===== src/sound_voice_allocator_defines.svh =====
// Assertion macros shared by the voice allocator RTL.
`ifndef SOUND_VOICE_ALLOCATOR_DEFINES_SVH
`define SOUND_VOICE_ALLOCATOR_DEFINES_SVH

// Same-cycle implication, checked on every rising edge outside reset.
`define SVA_ASSERT_IMPLY(label, clk, rst_n, ante, cons) \
    label: assert property (@(posedge clk) disable iff (!(rst_n)) (ante) |-> (cons)) \
        else $error("voice allocator check failed");

// Next-cycle implication, checked on every rising edge outside reset.
`define SVA_ASSERT_NEXT(label, clk, rst_n, ante, cons) \
    label: assert property (@(posedge clk) disable iff (!(rst_n)) (ante) |=> (cons)) \
        else $error("voice allocator check failed");

`endif


===== src/svalloc_pkg.sv =====
package svalloc_pkg;

    // Channel table size and the widths that follow from it.
    localparam int NUM_CHANNELS = 32;
    localparam int CH_W         = (NUM_CHANNELS > 1) ? $clog2(NUM_CHANNELS) : 1;
    localparam int CNT_W        = $clog2(NUM_CHANNELS + 1);

    // Field widths of the command and result transactions.
    localparam int CMD_W     = 2;
    localparam int EMIT_W    = 10;
    localparam int SID_W     = 3;
    localparam int TGT_W     = 5;
    localparam int MODE_W    = 2;
    localparam int TIME_W    = 32;
    localparam int ACT_W     = 6;
    localparam int CFG_W     = 10;
    localparam int CFG_IDX_W = 1;

    // Command codes.
    typedef logic [CMD_W-1:0] t_cmd;
    localparam t_cmd CMD_PICK     = 2'd0;
    localparam t_cmd CMD_PLAY     = 2'd1;
    localparam t_cmd CMD_STOP     = 2'd2;
    localparam t_cmd CMD_FINISHED = 2'd3;

    // Play modes.
    typedef logic [MODE_W-1:0] t_mode;
    localparam t_mode MODE_NORMAL = 2'd0;
    localparam t_mode MODE_LOOPED = 2'd1;
    localparam t_mode MODE_STREAM = 2'd2;

    // Per-channel playback state.
    typedef logic [1:0] t_slot_state;
    localparam t_slot_state ST_FREE   = 2'd0;
    localparam t_slot_state ST_NORMAL = 2'd1;
    localparam t_slot_state ST_LOOPED = 2'd2;
    localparam t_slot_state ST_STREAM = 2'd3;

    // Configuration register indexes.
    typedef logic [CFG_IDX_W-1:0] t_cfg_idx;
    localparam t_cfg_idx CFG_ACTIVE_CHANNELS = 1'd0;
    localparam t_cfg_idx CFG_PLAYER_EMITTER  = 1'd1;

    // Owner record kept in the channel memory.
    typedef struct packed {
        logic [EMIT_W-1:0] emitter;
        logic [SID_W-1:0]  id;
        logic [TIME_W-1:0] stamp;
    } t_slot_entry;

endpackage


===== src/sound_voice_allocator.sv =====
// Channel      Ports                                       Handshake
// command      start, busy, i_cmd .. i_now_time            taken when start && !busy
// result       o_result_valid, o_granted .. o_freed        one-cycle strobe, no stall
// config       i_cfg_we, i_cfg_index, i_cfg_data           taken when i_cfg_we
//
// A pick scans one channel per cycle through a single read port, over
// min(active_channels, NUM_CHANNELS) channels, or fewer when a free or matching
// channel ends the scan early. Play, stop and finished pass through the op state alone.
// The result strobe is high in the first cycle that busy is low again.
// Reset (synchronous, active low) frees every channel at once; no clearing pass.
// The receiver cannot stall; each result is shown for exactly one cycle.
`include "sound_voice_allocator_defines.svh"

module sound_voice_allocator (
    input  logic                       i_clk,
    input  logic                       i_rst_n,
    input  logic                       start,
    output logic                       busy,
    input  logic [svalloc_pkg::CMD_W-1:0]     i_cmd,
    input  logic [svalloc_pkg::EMIT_W-1:0]    i_emitter,
    input  logic [svalloc_pkg::SID_W-1:0]     i_sound_slot,
    input  logic [svalloc_pkg::TGT_W-1:0]     i_target_channel,
    input  logic [svalloc_pkg::MODE_W-1:0]    i_play_mode,
    input  logic [svalloc_pkg::TIME_W-1:0]    i_now_time,
    input  logic                       i_cfg_we,
    input  logic [svalloc_pkg::CFG_IDX_W-1:0] i_cfg_index,
    input  logic [svalloc_pkg::CFG_W-1:0]     i_cfg_data,
    output logic                       o_result_valid,
    output logic                       o_granted,
    output logic [svalloc_pkg::TGT_W-1:0]     o_picked_index,
    output logic                       o_overridden,
    output logic                       o_freed
);
    import svalloc_pkg::*;

    // Sequencer states.
    localparam logic [1:0] FSM_IDLE   = 2'd0;
    localparam logic [1:0] FSM_SCAN   = 2'd1;
    localparam logic [1:0] FSM_COMMIT = 2'd2;
    localparam logic [1:0] FSM_OP     = 2'd3;

    logic [1:0]         r_fsm, n_fsm;
    logic [ACT_W-1:0]   r_active_channels;
    logic [EMIT_W-1:0]  r_player_emitter;

    // Captured command transaction.
    t_cmd               r_cmd;
    logic [EMIT_W-1:0]  r_emitter;
    logic [SID_W-1:0]   r_sid;
    logic [TGT_W-1:0]   r_target;
    t_mode              r_mode;
    logic [TIME_W-1:0]  r_now;

    // Channel table: state flags in flip-flops, owner records in a memory.
    logic [NUM_CHANNELS-1:0][1:0] r_slot_state;
    logic [NUM_CHANNELS-1:0]      r_slot_stream;
    logic [NUM_CHANNELS-1:0]      r_slot_valid;
    t_slot_entry                  r_mem [NUM_CHANNELS];

    // Registered read port.
    t_slot_state        r_rd_state;
    logic               r_rd_stream;
    logic               r_rd_valid;
    t_slot_entry        r_rd_entry;

    // Scan pointer and evaluation stage.
    logic [CNT_W-1:0]   r_scan, n_scan;
    logic               r_ev_valid, n_ev_valid;
    logic [CH_W-1:0]    r_ev_idx, n_ev_idx;
    logic [TIME_W-1:0]  r_oldest, n_oldest;
    logic [CH_W-1:0]    r_best_idx, n_best_idx;
    logic               r_found, n_found;
    logic               r_best_over, n_best_over;

    // Result registers.
    logic               r_out_valid, n_out_valid;
    logic               r_granted, n_granted;
    logic [TGT_W-1:0]   r_picked, n_picked;
    logic               r_over, n_over;
    logic               r_freed, n_freed;

    logic [CNT_W-1:0]   live_cnt;
    logic               accept;
    logic [CH_W-1:0]    rd_addr;
    logic [CH_W-1:0]    wr_addr;
    logic               tbl_we;
    t_slot_state        tbl_state;
    logic               tbl_stream;
    logic               mem_we;
    logic               target_live;
    logic [EMIT_W-1:0]  ev_emitter;
    logic [SID_W-1:0]   ev_id;
    logic [TIME_W-1:0]  ev_stamp;
    logic               ev_hit;
    logic               ev_protected;

    assign accept = start && !busy;
    assign busy   = (r_fsm != FSM_IDLE);

    // Channel count used by the scan, saturated at the table size.
    assign live_cnt = (32'(r_active_channels) > 32'(NUM_CHANNELS)) ?
                      CNT_W'(NUM_CHANNELS) : CNT_W'(r_active_channels);
    assign target_live = (32'(r_target) < 32'(live_cnt));

    // One read address: the command's target while idle, the scan pointer otherwise.
    assign rd_addr = (r_fsm == FSM_IDLE) ? CH_W'(i_target_channel) : r_scan[CH_W-1:0];
    assign wr_addr = (r_fsm == FSM_COMMIT) ? r_best_idx : CH_W'(r_target);

    // Entries never written read as zero.
    assign ev_emitter = r_rd_valid ? r_rd_entry.emitter : '0;
    assign ev_id      = r_rd_valid ? r_rd_entry.id      : '0;
    assign ev_stamp   = r_rd_valid ? r_rd_entry.stamp   : '0;

    // A free channel, or one with the same emitter and the same nonzero id, ends the scan unless flagged streaming.
    assign ev_hit = (r_rd_state == ST_FREE) ||
                    ((r_sid != '0) && (ev_emitter == r_emitter) && (ev_id == r_sid));
    assign ev_protected = (r_emitter != r_player_emitter) &&
                          (ev_emitter == r_player_emitter);

    // Configuration writes.
    always_ff @(posedge i_clk) begin
        if (!i_rst_n) begin
            r_active_channels <= ACT_W'(32);
            r_player_emitter  <= EMIT_W'(1);
        end else if (i_cfg_we) begin
            case (i_cfg_index)
                CFG_ACTIVE_CHANNELS: r_active_channels <= i_cfg_data[ACT_W-1:0];
                CFG_PLAYER_EMITTER:  r_player_emitter  <= i_cfg_data[EMIT_W-1:0];
                default: ;
            endcase
        end
    end

    // Capture the command transaction.
    always_ff @(posedge i_clk) begin
        if (accept) begin
            r_cmd     <= i_cmd;
            r_emitter <= i_emitter;
            r_sid     <= i_sound_slot;
            r_target  <= i_target_channel;
            r_mode    <= i_play_mode;
            r_now     <= i_now_time;
        end
    end

    // Sequencer and the shared compare unit.
    always_comb begin
        n_fsm       = r_fsm;
        n_scan      = r_scan;
        n_ev_valid  = 1'b0;
        n_ev_idx    = r_ev_idx;
        n_oldest    = r_oldest;
        n_best_idx  = r_best_idx;
        n_found     = r_found;
        n_best_over = r_best_over;
        n_out_valid = 1'b0;
        n_granted   = r_granted;
        n_picked    = r_picked;
        n_over      = r_over;
        n_freed     = r_freed;
        tbl_we      = 1'b0;
        tbl_state   = ST_FREE;
        tbl_stream  = 1'b0;
        mem_we      = 1'b0;

        case (r_fsm)
            FSM_IDLE: begin
                if (accept) begin
                    if (i_cmd == CMD_PICK) begin
                        n_fsm      = FSM_SCAN;
                        n_scan     = '0;
                        n_oldest   = i_now_time;
                        n_found    = 1'b0;
                        n_best_idx = '0;
                        n_best_over = 1'b0;
                    end else begin
                        n_fsm = FSM_OP;
                    end
                end
            end
            FSM_SCAN: begin
                // Issue the next read while the previous channel is judged.
                if (r_scan < live_cnt) begin
                    n_ev_valid = 1'b1;
                    n_ev_idx   = r_scan[CH_W-1:0];
                    n_scan     = r_scan + CNT_W'(1);
                end
                if (r_ev_valid && !r_rd_stream && ev_hit) begin
                    n_best_idx  = r_ev_idx;
                    n_found     = 1'b1;
                    n_best_over = (r_rd_state != ST_FREE);
                    n_ev_valid  = 1'b0;
                    n_fsm       = FSM_COMMIT;
                end else begin
                    if (r_ev_valid && !r_rd_stream && !ev_protected &&
                        (ev_stamp < r_oldest)) begin
                        n_oldest    = ev_stamp;
                        n_best_idx  = r_ev_idx;
                        n_found     = 1'b1;
                        n_best_over = 1'b1;
                    end
                    if (r_scan >= live_cnt) begin
                        n_fsm = FSM_COMMIT;
                    end
                end
            end
            FSM_COMMIT: begin
                // The taken channel becomes free with the new owner.
                tbl_we      = r_found;
                tbl_state   = ST_FREE;
                tbl_stream  = 1'b0;
                mem_we      = r_found;
                n_out_valid = 1'b1;
                n_granted   = r_found;
                n_picked    = r_found ? TGT_W'(r_best_idx) : '0;
                n_over      = r_found && r_best_over;
                n_freed     = 1'b0;
                n_fsm       = FSM_IDLE;
            end
            FSM_OP: begin
                n_out_valid = 1'b1;
                n_granted   = 1'b0;
                n_picked    = '0;
                n_over      = 1'b0;
                n_freed     = 1'b0;
                n_fsm       = FSM_IDLE;
                if (target_live) begin
                    case (r_cmd)
                        CMD_PLAY: begin
                            case (r_mode)
                                MODE_NORMAL: begin
                                    tbl_we    = 1'b1;
                                    tbl_state = ST_NORMAL;
                                end
                                MODE_LOOPED: begin
                                    tbl_we    = 1'b1;
                                    tbl_state = ST_LOOPED;
                                end
                                MODE_STREAM: begin
                                    tbl_we     = 1'b1;
                                    tbl_state  = ST_STREAM;
                                    tbl_stream = 1'b1;
                                end
                                default: ;
                            endcase
                        end
                        CMD_STOP: begin
                            // Stop keeps the streaming flag.
                            tbl_we     = 1'b1;
                            tbl_state  = ST_FREE;
                            tbl_stream = r_rd_stream;
                            n_freed    = 1'b1;
                        end
                        CMD_FINISHED: begin
                            if (r_rd_state == ST_NORMAL) begin
                                tbl_we     = 1'b1;
                                tbl_state  = ST_FREE;
                                tbl_stream = r_rd_stream;
                                n_freed    = 1'b1;
                            end
                        end
                        default: ;
                    endcase
                end
            end
            default: begin
                n_fsm = FSM_IDLE;
            end
        endcase
    end

    // Control registers.
    always_ff @(posedge i_clk) begin
        if (!i_rst_n) begin
            r_fsm       <= FSM_IDLE;
            r_ev_valid  <= 1'b0;
            r_out_valid <= 1'b0;
            r_scan      <= '0;
            r_found     <= 1'b0;
        end else begin
            r_fsm       <= n_fsm;
            r_ev_valid  <= n_ev_valid;
            r_out_valid <= n_out_valid;
            r_scan      <= n_scan;
            r_found     <= n_found;
        end
    end

    // Scan payload and result registers.
    always_ff @(posedge i_clk) begin
        r_ev_idx    <= n_ev_idx;
        r_oldest    <= n_oldest;
        r_best_idx  <= n_best_idx;
        r_best_over <= n_best_over;
        r_granted   <= n_granted;
        r_picked    <= n_picked;
        r_over      <= n_over;
        r_freed     <= n_freed;
    end

    // Channel state flags with their registered read.
    always_ff @(posedge i_clk) begin
        if (!i_rst_n) begin
            r_slot_state  <= '0;
            r_slot_stream <= '0;
            r_slot_valid  <= '0;
        end else begin
            if (tbl_we) begin
                r_slot_state[wr_addr]  <= tbl_state;
                r_slot_stream[wr_addr] <= tbl_stream;
            end
            if (mem_we) begin
                r_slot_valid[wr_addr] <= 1'b1;
            end
        end
    end

    always_ff @(posedge i_clk) begin
        r_rd_state  <= r_slot_state[rd_addr];
        r_rd_stream <= r_slot_stream[rd_addr];
        r_rd_valid  <= r_slot_valid[rd_addr];
    end

    // Owner record memory: one write port, one registered read port.
    always_ff @(posedge i_clk) begin
        if (mem_we) begin
            r_mem[wr_addr] <= '{emitter: r_emitter, id: r_sid, stamp: r_now};
        end
        r_rd_entry <= r_mem[rd_addr];
    end

    assign o_result_valid = r_out_valid;
    assign o_granted      = r_granted;
    assign o_picked_index = r_picked;
    assign o_overridden   = r_over;
    assign o_freed        = r_freed;

    // Checks on the sequencer.
    `SVA_ASSERT_NEXT(a_accept_busy, i_clk, i_rst_n, accept, busy)
    `SVA_ASSERT_NEXT(a_finish_strobe, i_clk, i_rst_n,
        (r_fsm == FSM_COMMIT) || (r_fsm == FSM_OP), o_result_valid && !busy)
    `SVA_ASSERT_IMPLY(a_scan_bound, i_clk, i_rst_n, r_fsm == FSM_SCAN, r_scan <= live_cnt)
    `SVA_ASSERT_IMPLY(a_grant_pick, i_clk, i_rst_n,
        o_result_valid && o_granted, (r_cmd == CMD_PICK) && !o_freed)

endmodule

===== config.mk =====
export PLATFORM = sky130hd
export DESIGN_NAME = sound_voice_allocator
export DESIGN_NICKNAME = d
export VERILOG_FILES = /design/src/svalloc_pkg.sv /design/src/sound_voice_allocator.sv
export VERILOG_INCLUDE_DIRS = /design/src /design/src/src
export SDC_FILE = /design/constraint.sdc
export NUM_CORES = 2
export LEC_CHECK = 0
export BUFFER_PORTS_ARGS = -buffer_cell sky130_fd_sc_hd__clkbuf_2
export CAP_MARGIN = 5
export CORE_ASPECT_RATIO = 1.2
export CORE_MARGIN = 3
export CORE_UTILIZATION = 30
export DETAILED_ROUTE_END_ITERATION = 16
export HOLD_SLACK_MARGIN = 0.05
export PLACE_DENSITY = 0.55
export SKIP_LAST_GASP = 1
export SYNTH_ARGS = -nofsm -noshare
export SYNTH_HDL_FRONTEND = slang
export SYNTH_SLANG_ARGS = --single-unit

===== constraint.sdc =====
create_clock -name i_clk -period 5.5 [get_ports i_clk]
set_clock_uncertainty 0.15 [all_clocks]
set_input_delay 1.1 -clock i_clk [delete_from_list [all_inputs] [get_ports i_clk]]
set_output_delay 1.1 -clock i_clk [all_outputs]
set_load 0.005 [all_outputs]

==> flow_summary.toml <==
[floorplanning]
pin_count = 79
core_area_um2 = 224000
die_height_um = 526
start_util = 0.302
die-area_um2 = 231000
chipWidth_um = 440
row_count = 190

[power_and_ir_drop]
combPwrFrac = 0.079
ir_drop_mv = 0.307
p_int_w = 0.0223
p_clk_frac = 0.400
p_leak_nw = 25.1
power_density_nw_per_um2 = 367
switching_share = 0.226
seq_power_share = 0.520
p_switching_w = 0.00651

[clock_tree]
cts_root_buf = "clkbuf_16"
clk_pin_slew_worst_paths_ps = 60
cts_buffer_depth = 3
post_cts_resized = 0
numCtsBuffers = 167
cts_sinks = 1749
clkLatencyLatePin_ps = 810
hold_buffers = 0
cts_setup_buffers = 0
htree_num_levels = 4
cts_tree = "yes"

[layout]
regArea_um2 = 50500
nets = 3646
multi_input_area_um2 = 16600
area_delta_synth_final_pct = 15.9
drive_gt1_frac = 0.279
n_fill_cell = 20800

[timing]
max_freq_mhz = 223
final_hold_viol_count = 0
rsz0062_at_grt = "false"
finalMaxSlewViolations = 0
finalSetupTns_ps = 0
worst_pin_slew_ps = 1040
slew_headroom = 0.304
fin_crit_ps = 4480
setup_viol = 0
hold_slack_ps = 306
fin_crit_sh = 0.814

[critical_path]
crit_required_ps = 5780
path_max_fanout = 35
critPathLaunch = "r_rd_valid"
critPathKind = "reg2reg"
crit_path_top_delay_cell = "dfxtp_2"
cp_cell_sequence = "buf_4, and2_1, ha_1, o21ai_0, a31oi_1, o31a_1, a2111oi_0, o31a_1, o211ai_1, o31ai_4, buf_4"
rr_endpoint = "r_oldest[4]"
cp_top_family = "compound AO/OA/AOI/OAI gates"
cp-end-kind = "register"
crit_buf_inv = 2
r2r_setup_slack_ps = 1020
worst_ep_arrival_time_ps = 4760
slowest_delay_ps = 830
worstSetupStartpointType = "register"
r2r_cells = 11
timing.rr.start = "r_rd_valid"

[hold_path]
hold_class = "reg2reg"
worst_hold_path.endpoint = "r_slot_stream[9]"
hold_depth = 2
worstHoldStart = "r_slot_stream[9]"

[global_routing]
grt_pass1_wl_um = 259000
grt_pass1_vias = 34200
grt_usage = 0.157
met2_usage = 0.272
grt_use_met3 = 0.0241
grt_max_degree = 79
top_usage_layer = "met2"
antenna_found_initial = 8
grt_util_met1 = 0.201
gr-total-overflow = 0

[outcome]
outcome = "finished, final reports clean"

[synth]
synth_edf_count = 1545
synth_seq_area_share = 0.746
synth_nets = 3444
yosys_warnings = 0
ys_async_sr_fraction = 0
syn_inst = 3330
synth-seq-cells = 1749
ys.flop_type = "edfxtp_1"
synthesis.area_um2 = 67700
synth_cell_types = 57
syn_avg_cell_area_um2 = 20.3

[routing]
remaining_drc_errors = 0
vias = 33200
ant_nets = 0
wl_per_cell_um = 27.5
dr.pass1.iters = 5
wl_um = 183000
via_per_inst = 4.99
drtIter0Drc = 3445

[run]
max-cap-violations = 0

[placed_design]
hpwl_um = 96500
gp_congestion = 0.778
io_buffers = 78
[state kept, by name, indices dropped and copies added (netlist names), 5 cells and up]
name	cells
o_picked_index	5
r_oldest	32
r_ev_idx	5
r_player_emitter	10
r_target	5
r_mem	1440
r_slot_stream	32
r_emitter	10
r_slot_state	64
r_best_idx	5
r_now	32
r_slot_valid	32
r_rd_entry	45
r_scan	6
r_active_channels	6
[cell type report]
| cell class | count | area share |
|---|---|---|
| diodes | 4 | 0.000128 |
| clock buffers | 238 | 0.0605 |
| clock inverters | 74 | 0.00968 |
| inverters | 54 | 0.00258 |
| multi-input cells | 1359 | 0.212 |
| flip-flops and latches | 1749 | 0.644 |
| well taps | 2976 | 0.0475 |
| repair buffers | 201 | 0.0238 |
[cell families (layout without fill, tap and decap cells)]
logic type,after synthesis,in the layout,synth area share
fa+ha+maj,45,45,0.00832
xor+xnor,21,21,0.00272
other cells,0,4,0
mux,605,605,0.181
buf+inv,222,567,0.0131
simple gates,523,523,0.0334
compound gates,165,165,0.0158
flops,1749,1749,0.746
[Yosys cell counts (33+ instances only)]
cell type / number / area share
edfxtp_1: 1545 / 0.69
mux4_2: 490 / 0.16
nand2_1: 270 / 0.015
dfxtp_1: 204 / 0.060
nor2_1: 138 / 0.0077
clkbuf_1: 119 / 0.0066
mux2i_1: 82 / 0.012
inv_1: 53 / 0.0029
ha_1: 45 / 0.0083
o21ai_0: 45 / 0.0033
and2_1: 44 / 0.0041
buf_2: 44 / 0.0033
mux2_2: 33 / 0.0055
o211ai_1: 33 / 0.0037
[layout by cell type, fill, tap and decap left out, drive strengths merged, types with 7 or more instances in the layout]
master and n:
clkinv 57, bufinv 10, o211ai 33, and2 44
o21a 7, inv 58, dfxtp 204, a21o 8
nor2 139, and3 10, nor2b 7, xor2 16
mux2i 82, mux2 33, nand3 12, clkbuf 315
edfxtp 1545, or2 7, nand2 270, a21oi 28
buf 124, mux4 490, o21ai 46, ha 45
[layer usage]
metal  part of all wire  wire [um]
met1               0.40      73900
met2               0.51      94100
met3              0.049       9020
met4              0.033       6010
met5                  0          0
[power by group through the flow]
stage	combinational [W]	clock [W]	sequential, W
floorplan	0.00156	0	0.0152
global route	0.00244	0.0123	0.0150
finish	0.00229	0.0115	0.0150
global placement	0.00232	0	0.0153
detailed placement	0.00233	0	0.0153
CTS	0.00234	0.0118	0.0150
[worst register-to-register path: stages, from the launching register on]
cell       delay [ps]
dfxtp_2           830
buf_4             390
and2_1            200
ha_1              220
o21ai_0           180
a31oi_1            60
o31a_1            240
a2111oi_0         360
o31a_1            360
o211ai_1          300
o31ai_4           280
buf_4             470
[how the worst max path moves through the flow]
stage	endpoint	slack [ps]	depth (start not counted)
6_report	r_oldest[4]	1020	11
5_1_grt	r_oldest[13]	690	11
4_1_cts	r_oldest[4]	970	11
3_5_place_dp	r_oldest[1]	990	11
3_3_place_gp	r_oldest[1]	1070	11
2_1_floorplan	r_oldest[0]	690	13
[metrics by stage]
step / power, W / util / worst slack, ps / area, um^2 / std cells
floorplan: 0.0167 / - / 691 / 67700 / 3330
global placement: 0.0176 / 0.326 / 1070 / 72900 / 6339
detailed placement: 0.0176 / 0.326 / 990 / 72900 / 6339
CTS: 0.0291 / 0.350 / 970 / 78400 / 6651
global route: 0.0298 / 0.350 / 695 / 78400 / 6652
finish: 0.0288 / 0.350 / 1020 / 78400 / 6655
No activity file was read; power rests on OpenSTA's default activity.
